`src/rtl/vkal_pkg.sv`:
```
package vkal_pkg;

  typedef enum logic [3:0] {
    FuncInsHead   = 4'd0,
    FuncFind      = 4'd1,
    FuncInsBefore = 4'd2,
    FuncInsAfter  = 4'd3,
    FuncReplace   = 4'd4,
    FuncErase     = 4'd5,
    FuncDump      = 4'd6,
    FuncNext      = 4'd7,
    FuncPrev      = 4'd8
  } func_e;

  typedef enum logic [1:0] {
    StDone = 2'd0,
    StData = 2'd1,
    StFail = 2'd2
  } status_e;

  typedef struct packed {
    logic [1:0]  status;
    logic [31:0] data;
    logic        last;
  } result_t;

endpackage

```
`src/rtl/vkal_mem.sv`:
```
// Single-port-write, single-port-read memory with a registered read.
module vkal_mem #(
  parameter int unsigned DEPTH = 32,
  parameter int unsigned AW    = 5
) (
  input  logic          clk_i,
  input  logic          we_i,
  input  logic [AW-1:0] waddr_i,
  input  logic [31:0]   wdata_i,
  input  logic [AW-1:0] raddr_i,
  output logic [31:0]   rdata_o
);

  logic [31:0] mem_q [DEPTH];

  always_ff @(posedge clk_i) begin
    if (we_i) begin
      mem_q[waddr_i] <= wdata_i;
    end
    rdata_o <= mem_q[raddr_i];
  end

endmodule

```
`src/rtl/value_keyed_array_list.sv`:
```
// Ordered list of up to DEPTH signed 32-bit values kept packed in one
// synchronous memory and addressed by value: every search scans from the
// head and the first match decides. One request is handled at a time by a
// sequencer that walks the memory through its single read port. A request
// that fails or finishes at once (full list, empty dump, unknown function)
// goes straight to its result; a find, replace or prev ends at the first
// match, or at the end of the list when the key is missing, and next then
// fetches the neighbor. Inserts shift the entries at and above pos up to
// open the gap at pos, and an erase moves the entries after the match down.
// A dump delivers its elements in order, one result per element, while the
// output is taken. The next request is accepted at the earliest on the edge
// that hands over the final result. Data read from positions at or above
// count is never used.
module value_keyed_array_list #(
  parameter int unsigned DEPTH = 32
) (
  input  logic        clk_i,
  input  logic        rst_ni,
  input  logic        in_valid_i,
  output logic        in_ready_o,
  input  logic [3:0]  func_i,
  input  logic signed [31:0] key_i,
  input  logic signed [31:0] value_i,
  output logic        out_valid_o,
  input  logic        out_ready_i,
  output logic [1:0]  status_o,
  output logic signed [31:0] data_o,
  output logic        last_o
);

  localparam int unsigned AW = (DEPTH > 1) ? $clog2(DEPTH) : 1;
  localparam int unsigned CW = $clog2(DEPTH + 1);

  typedef enum logic [2:0] {
    SIdle, SScan, SShiftUp, SShiftDn, SDump, SOut
  } state_e;

  state_e state_q;
  logic [CW-1:0] count_q;
  logic [CW-1:0] idx_q;      // next index to read
  logic          rvalid_q;   // rdata holds a requested entry
  logic [CW-1:0] ridx_q;     // index of entry on rdata
  logic [CW-1:0] pos_q;      // target position for inserts
  logic [3:0]    func_q;
  logic [31:0]   key_q, value_q, prev_q;
  logic          have_prev_q;
  logic          found_q;
  vkal_pkg::result_t res_q;

  logic          we;
  logic [AW-1:0] waddr, raddr;
  logic [31:0]   wdata, rdata;

  vkal_mem #(.DEPTH(DEPTH), .AW(AW)) u_mem (
    .clk_i, .we_i(we), .waddr_i(waddr), .wdata_i(wdata),
    .raddr_i(raddr), .rdata_o(rdata)
  );

  assign in_ready_o  = (state_q == SIdle) && (!out_valid_o || out_ready_i);
  assign status_o    = res_q.status;
  assign data_o      = res_q.data;
  assign last_o      = res_q.last;

  logic out_free;
  assign out_free = !out_valid_o || out_ready_i;

  // A result is presented from the output state or from a dump read.
  logic out_set;
  assign out_set = out_free && ((state_q == SOut) || ((state_q == SDump) && rvalid_q));

  logic match;
  assign match = rvalid_q && (rdata == key_q);

  // Memory address and write drive, decided from the current state.
  always_comb begin
    we    = 1'b0;
    waddr = idx_q[AW-1:0];
    wdata = rdata;
    raddr = idx_q[AW-1:0];
    unique case (state_q)
      SScan: begin
        // Replace writes the new value over the first match.
        if (match && (func_q == vkal_pkg::FuncReplace)) begin
          we    = 1'b1;
          waddr = ridx_q[AW-1:0];
          wdata = value_q;
        end
      end
      SShiftUp: begin
        // Read idx-1 and write it to idx once it arrives; the new value
        // goes into the opened slot after the last move.
        if (rvalid_q) begin
          we    = 1'b1;
          waddr = AW'(ridx_q + CW'(1));
        end else if (idx_q == pos_q) begin
          we    = 1'b1;
          waddr = pos_q[AW-1:0];
          wdata = value_q;
        end
        raddr = AW'(idx_q - CW'(1));
      end
      SShiftDn: begin
        if (rvalid_q) begin
          we    = 1'b1;
          waddr = AW'(ridx_q - CW'(1));
        end
      end
      SDump: begin
        // Keep reading the same entry while the output is busy.
        if (rvalid_q) begin
          raddr = ridx_q[AW-1:0];
        end
      end
      default: ;
    endcase
  end

  always_ff @(posedge clk_i or negedge rst_ni) begin
    if (!rst_ni) begin
      state_q     <= SIdle;
      count_q     <= '0;
      out_valid_o <= 1'b0;
      idx_q       <= '0;
      rvalid_q    <= 1'b0;
      ridx_q      <= '0;
      pos_q       <= '0;
      func_q      <= '0;
      key_q       <= '0;
      value_q     <= '0;
      prev_q      <= '0;
      found_q     <= 1'b0;
      have_prev_q <= 1'b0;
      res_q       <= '0;
    end else begin
      out_valid_o <= out_set || (out_valid_o && !out_ready_i);
      unique case (state_q)
        SIdle: begin
          rvalid_q <= 1'b0;
          if (in_valid_i && in_ready_o) begin
            func_q      <= func_i;
            key_q       <= key_i;
            value_q     <= value_i;
            have_prev_q <= 1'b0;
            found_q     <= 1'b0;
            idx_q       <= (func_i == vkal_pkg::FuncInsHead) ? count_q : '0;
            unique case (func_i)
              vkal_pkg::FuncInsHead: begin
                if (count_q >= CW'(DEPTH)) begin
                  res_q <= '{vkal_pkg::StFail, 32'd0, 1'b1};
                  state_q <= SOut;
                end else begin
                  pos_q <= '0;
                  state_q <= SShiftUp;
                end
              end
              vkal_pkg::FuncInsBefore, vkal_pkg::FuncInsAfter: begin
                if (count_q >= CW'(DEPTH)) begin
                  res_q <= '{vkal_pkg::StFail, 32'd0, 1'b1};
                  state_q <= SOut;
                end else state_q <= SScan;
              end
              vkal_pkg::FuncFind, vkal_pkg::FuncReplace, vkal_pkg::FuncErase,
              vkal_pkg::FuncNext, vkal_pkg::FuncPrev: state_q <= SScan;
              vkal_pkg::FuncDump: begin
                if (count_q == '0) begin
                  res_q <= '{vkal_pkg::StDone, 32'd0, 1'b1};
                  state_q <= SOut;
                end else state_q <= SDump;
              end
              default: begin
                res_q <= '{vkal_pkg::StFail, 32'd0, 1'b1};
                state_q <= SOut;
              end
            endcase
          end
        end

        SScan: begin
          // Issue reads at idx_q; rdata holds entry ridx_q.
          if (found_q) begin
            // For next: the entry after the match has now arrived.
            rvalid_q <= 1'b0;
            res_q <= '{vkal_pkg::StData, rdata, 1'b1};
            state_q <= SOut;
          end else if (match) begin
            rvalid_q <= 1'b0;
            unique case (func_q)
              vkal_pkg::FuncFind: begin
                res_q <= '{vkal_pkg::StData, key_q, 1'b1};
                state_q <= SOut;
              end
              vkal_pkg::FuncReplace: begin
                res_q <= '{vkal_pkg::StDone, 32'd0, 1'b1};
                state_q <= SOut;
              end
              vkal_pkg::FuncPrev: begin
                res_q <= have_prev_q ? vkal_pkg::result_t'{vkal_pkg::StData, prev_q, 1'b1}
                                     : vkal_pkg::result_t'{vkal_pkg::StFail, 32'd0, 1'b1};
                state_q <= SOut;
              end
              vkal_pkg::FuncNext: begin
                if (ridx_q + CW'(1) >= count_q) begin
                  res_q <= '{vkal_pkg::StFail, 32'd0, 1'b1};
                  state_q <= SOut;
                end else begin
                  found_q  <= 1'b1;
                  idx_q    <= ridx_q + CW'(1);
                end
              end
              vkal_pkg::FuncErase: begin
                idx_q   <= ridx_q + CW'(1);
                state_q <= SShiftDn;
              end
              default: begin
                // Inserts before or after the match.
                pos_q   <= ridx_q + ((func_q == vkal_pkg::FuncInsAfter) ? CW'(1) : CW'(0));
                idx_q   <= count_q;
                state_q <= SShiftUp;
              end
            endcase
          end else if (rvalid_q && ridx_q + CW'(1) >= count_q || count_q == '0) begin
            rvalid_q <= 1'b0;
            res_q <= '{vkal_pkg::StFail, 32'd0, 1'b1};
            state_q <= SOut;
          end else begin
            if (rvalid_q) begin
              prev_q      <= rdata;
              have_prev_q <= 1'b1;
            end
            if (idx_q < count_q) begin
              rvalid_q <= 1'b1;
              ridx_q   <= idx_q;
              idx_q    <= idx_q + CW'(1);
            end else rvalid_q <= 1'b0;
          end
        end

        SShiftUp: begin
          // Move entries [pos, count) up by one, top first, then write the
          // new value at pos.
          if (idx_q > pos_q) begin
            rvalid_q <= 1'b1;
            ridx_q   <= idx_q - CW'(1);
            idx_q    <= idx_q - CW'(1);
          end else if (rvalid_q) begin
            rvalid_q <= 1'b0;
          end else begin
            state_q  <= SOut;
            count_q  <= count_q + CW'(1);
            res_q    <= '{vkal_pkg::StDone, 32'd0, 1'b1};
          end
        end

        SShiftDn: begin
          // Move entries (m, count) down by one.
          if (idx_q < count_q) begin
            rvalid_q <= 1'b1;
            ridx_q   <= idx_q;
            idx_q    <= idx_q + CW'(1);
          end else if (rvalid_q) begin
            rvalid_q <= 1'b0;
          end else begin
            state_q <= SOut;
            count_q <= count_q - CW'(1);
            res_q   <= '{vkal_pkg::StDone, 32'd0, 1'b1};
          end
        end

        SDump: begin
          // Alternate between reading an element and handing it out, holding when the output is busy.
          if (rvalid_q) begin
            if (out_free) begin
              res_q <= '{vkal_pkg::StData, rdata,
                         (ridx_q + CW'(1) == count_q)};
              rvalid_q <= 1'b0;
              if (ridx_q + CW'(1) == count_q) state_q <= SIdle;
            end
          end else begin
            rvalid_q <= 1'b1;
            ridx_q   <= idx_q;
            idx_q    <= idx_q + CW'(1);
          end
        end

        SOut: begin
          if (out_free) begin
            state_q     <= SIdle;
          end
        end

        default: state_q <= SIdle;
      endcase
    end
  end

endmodule
```
`config.mk`:
```
export PLATFORM = sky130hd
export DESIGN_NAME = value_keyed_array_list
export DESIGN_NICKNAME = d
export VERILOG_FILES = /design/src/rtl/vkal_pkg.sv /design/src/rtl/vkal_mem.sv /design/src/rtl/value_keyed_array_list.sv
export SDC_FILE = /design/constraint.sdc
export NUM_CORES = 2
export LEC_CHECK = 0
export BUFFER_PORTS_ARGS = -buffer_cell sky130_fd_sc_hd__buf_2
export CAP_MARGIN = 40
export CORE_UTILIZATION = 50
export DETAILED_ROUTE_END_ITERATION = 7
export PLACE_DENSITY = 0.66
export SKIP_LAST_GASP = 1
export SYNTH_ARGS = -nofsm -noshare
export SYNTH_HDL_FRONTEND = slang
export SYNTH_SLANG_ARGS = --single-unit
```
`constraint.sdc`:
```
create_clock -name clk_i -period 10.9 [get_ports clk_i]
set_input_delay 2.725 -clock clk_i [delete_from_list [all_inputs] [get_ports clk_i]]
set_output_delay 2.725 -clock clk_i [all_outputs]
set_load 0.01 [all_outputs]
```
==> key figures <==
Status
  • Outcome: finished clean

Flow run
  • Max-cap viol count: 0

Floorplan
  • Core Box Area: 98,560 um2
  • Die H: 317.9 um
  • Std-Cell Rows: 115
  • Initial core utilization: approximately 50%
  • Ports: 109
  • Die area: 101,000 um2
  • Die W: 317.9 um

Final layout
  • Finished Core Util: 56.96%
  • Sequential Area: 35,540 um2
  • Syn-to-layout area delta: 12.53%
  • Layout cells sized above 1: 16.12%
  • Most common cell after layout, fill and taps aside: edfxtp_1
  • Fin nets: 3,682
  • Multi-input gate area: roughly 14,000 um2
  • Commonest cells after routing, fill and taps aside: edfxtp_1 (1,024), nand2_1 (640), a21oi_1 (185)
  • Fillers: 7,665

STA
  • Fin Hold WS: between 400 and 500 ps
  • Post-route setup TNS: 0 ps
  • Final Slew Violations: 0
  • Final Worst Setup Slack: 5017 ps
  • Final min period: 5883 ps
  • Peak Freq: 170.0 MHz
  • RSZ-0062 raised after global routing: false
  • Worst rel slew slack: 31.68%
  • Max Clock Skew: 44.54 ps
  • Slew @ Worst Pin: approximately 1000 ps
  • Setup-failing EPs final: 0
  • Final hold vios: 0
  • Tcrit/Tclk final: 53.97%

GRT
  • First-pass GRT wire length: 191,000 um
  • GRT Total Usage: 25.46%
  • Largest net degree at the start of global routing: between 150 and 200
  • Initial antenna violation count: 5
  • Vias in the first global route: 28,960
  • Grt ovf: 0

Clock network
  • CTS tree: built
  • Clock Sinks: approximately 1,200
  • Root buffer cell: clkbuf_16
  • Post-CTS Setup Inserts: 0
  • H-tree depth: 3
  • TritonCTS buffer count: 119
  • Clk slew on worst S/H paths: 60 ps
  • Hold buffer count at cts: 0
  • CTS Buffer Depth: 3
  • Post_cts resized: 0
  • Clock latency at the later pin of the worst-skew pair: 710 ps

Setup path
  • CP max FO: 2
  • Critical path type: in -> out
  • CP max stage cell: buf_2
  • Req. time, crit path: around 8200 ps
  • CP peak stage delay: 140 ps
  • Most frequent CP cell: buf_2
  • CP arrival: 3160 ps
  • Crit-path cells: buf_2, nor2b_1, nor2_1, buf_2
  • CP Capture Type: output port
  • Setup crit start kind: input port

Hold path
  • Hold Crit Class: reg -> reg

Drt
  • DR vias: 30,438
  • DR pass1 iterations: 6
  • Wirelength per Cell: around 26 um
  • Final wirelength: 130,200 um
  • Antenna viol nets, final: 0
  • Number of remaining DRC errors: 0
  • Iter 0 DRT Violations: between 3,000 and 4,000
  • DR vias/cell: 6.119

Logic synthesis
  • Async SR Flop Fraction: 13.58%
  • Seq/Total Area, Yosys: 71.25%
  • Syn nets: 3,586
  • Post-synthesis cell count: 3,485
  • Post-Syn Area: 49,890 um2
  • Ys flop type: edfxtp_1
  • Synthesis-stage register bit count: 1,222
  • Avg Cell Area, Syn: 14.32 um2
  • Yosys cell types: 84
  • Number of enable flip-flop cells after synthesis: around 1,000
  • YS warnings: 0

Placement
  • # port buffers: 108
  • Placer Congestion: 0.8736
  • HPWL Detailed: 70,470 um
  • Setup Slack @ Placement: 5024 ps

Pwr
  • Net switching power: 5.435 mW
  • Clock power frac: 26.1%
  • Internal power: 10.04 mW
  • Comb power frac: 32.0%
  • Pleak: 19.63 nW
  • PD cells: between 200 and 300 nW/um2
  • Peak supply drop: ~0.25 mV
  • Reg power frac: 41.9%
  • Sw frac: between 30% and 40%
==> path summary, 6_finish.rpt <==
check,depth (start not counted),slack [ps],startpoint,to
max reg2reg,13,5880,state_q[1]$_DFFE_PN0P_,u_mem.rdata_o[1]$_DFF_P_
min reg2reg,1,490,data_o[11]$_DFFE_PN0P_,data_o[11]$_DFFE_PN0P_
max,4,5020,out_ready_i,in_ready_o
max in group asynchronous,3,7020,rst_ni,value_q[2]$_DFFE_PN0P_
min,1,490,data_o[11]$_DFFE_PN0P_,data_o[11]$_DFFE_PN0P_
min in group asynchronous,1,2010,rst_ni,count_q[2]$_DFFE_PN0P_
==> per-stage QoR <==
| stage | power [mW] | cells | cell area (um2) |
|---|---|---|---|
| floorplan | 9.774 | 3485 | 49890 |
| global placement | 11.30 | 4740 | 52110 |
| detailed placement | 11.46 | 4747 | 52280 |
| CTS | 15.49 | 4973 | 56140 |
| global route | 16.13 | 4974 | 56140 |
| finish | 15.47 | 4974 | 56140 |
==> per-layer routing <==
| layer | global-route usage (%) | share of wire (%) | up-vias | wire length (um) |
|---|---|---|---|---|
| met4 | 9.299 | 3.5 | 0 | 4506 |
| li1 | - | - | 13500 | - |
| met3 | 3.267 | 7.7 | 215 | 10030 |
| met2 | 40.38 | 47 | 1267 | 60900 |
| met1 | 36.19 | 42 | 15456 | 54720 |
| met5 | 0 | 0 | - | 0 |
==> power groups by stage <==
stage | combinational [mW] | clock [mW] | sequential, mW
floorplan | 3.47 | 0 | 6.31
global placement | 4.74 | 0 | 6.56
detailed placement | 4.89 | 0 | 6.57
CTS | 4.92 | 4.10 | 6.47
global route | 5.35 | 4.26 | 6.52
finish | 4.95 | 4.04 | 6.48
==> cell type report <==
type	count	share of cell area, %
antenna	1	0.004457
clock inverter	64	1.034
timing repair buffer	187	2.320
inverter	29	0.1939
multi-input combinational	2022	24.42
sequential	1222	63.31
clock buffer	162	5.848
tap	1287	2.868
==> cells by family (layout without fill, tap and decap cells) <==
| group | count (synthesis) | count (layout) | share of synthesized area, % |
|---|---|---|---|
| other | 0 | 1 | 0 |
| flip-flops | 1222 | 1222 | 71.25 |
| XOR/XNOR | 57 | 57 | 1.001 |
| AO/OA/AOI/OAI | 604 | 604 | 8.319 |
| AND/OR/NAND/NOR | 967 | 967 | 8.367 |
| adder cells (fa/ha/maj) | 29 | 29 | 0.7424 |
| buffers and inverters | 241 | 442 | 2.049 |
| multiplexers | 365 | 365 | 8.276 |
==> critical path, delay by kind of cell <==
kind | cells | cell delay, ps
buffers and inverters | 2 | 240
AND/OR/NAND/NOR | 2 | 190
==> synthesized netlist by cell type (58+ instances only) <==
cell type,instances,share of area [%]
mux2_2,144,3.3
nor2_1,68,0.51
nand3_1,76,0.76
o21ai_0,76,0.76
edfxtp_1,1024,62
a21oi_1,187,1.9
nand2_1,642,4.8
a22oi_1,58,0.87
clkbuf_1,154,1.2
mux2i_1,171,3.4
a32oi_1,132,2.3
dfrtp_1,166,8.3
==> state kept, by name, summed over array words and instances, names as in the netlist, 3 cells and up <==
name           count
count_q            6
value_q           32
data_o            32
state_q            3
ridx_q             6
key_q             32
idx_q              6
func_q             4
u_mem.rdata_o     32
pos_q              6
u_mem.mem_q     1024
prev_q            32
No activity file was read; power rests on OpenSTA's default activity.
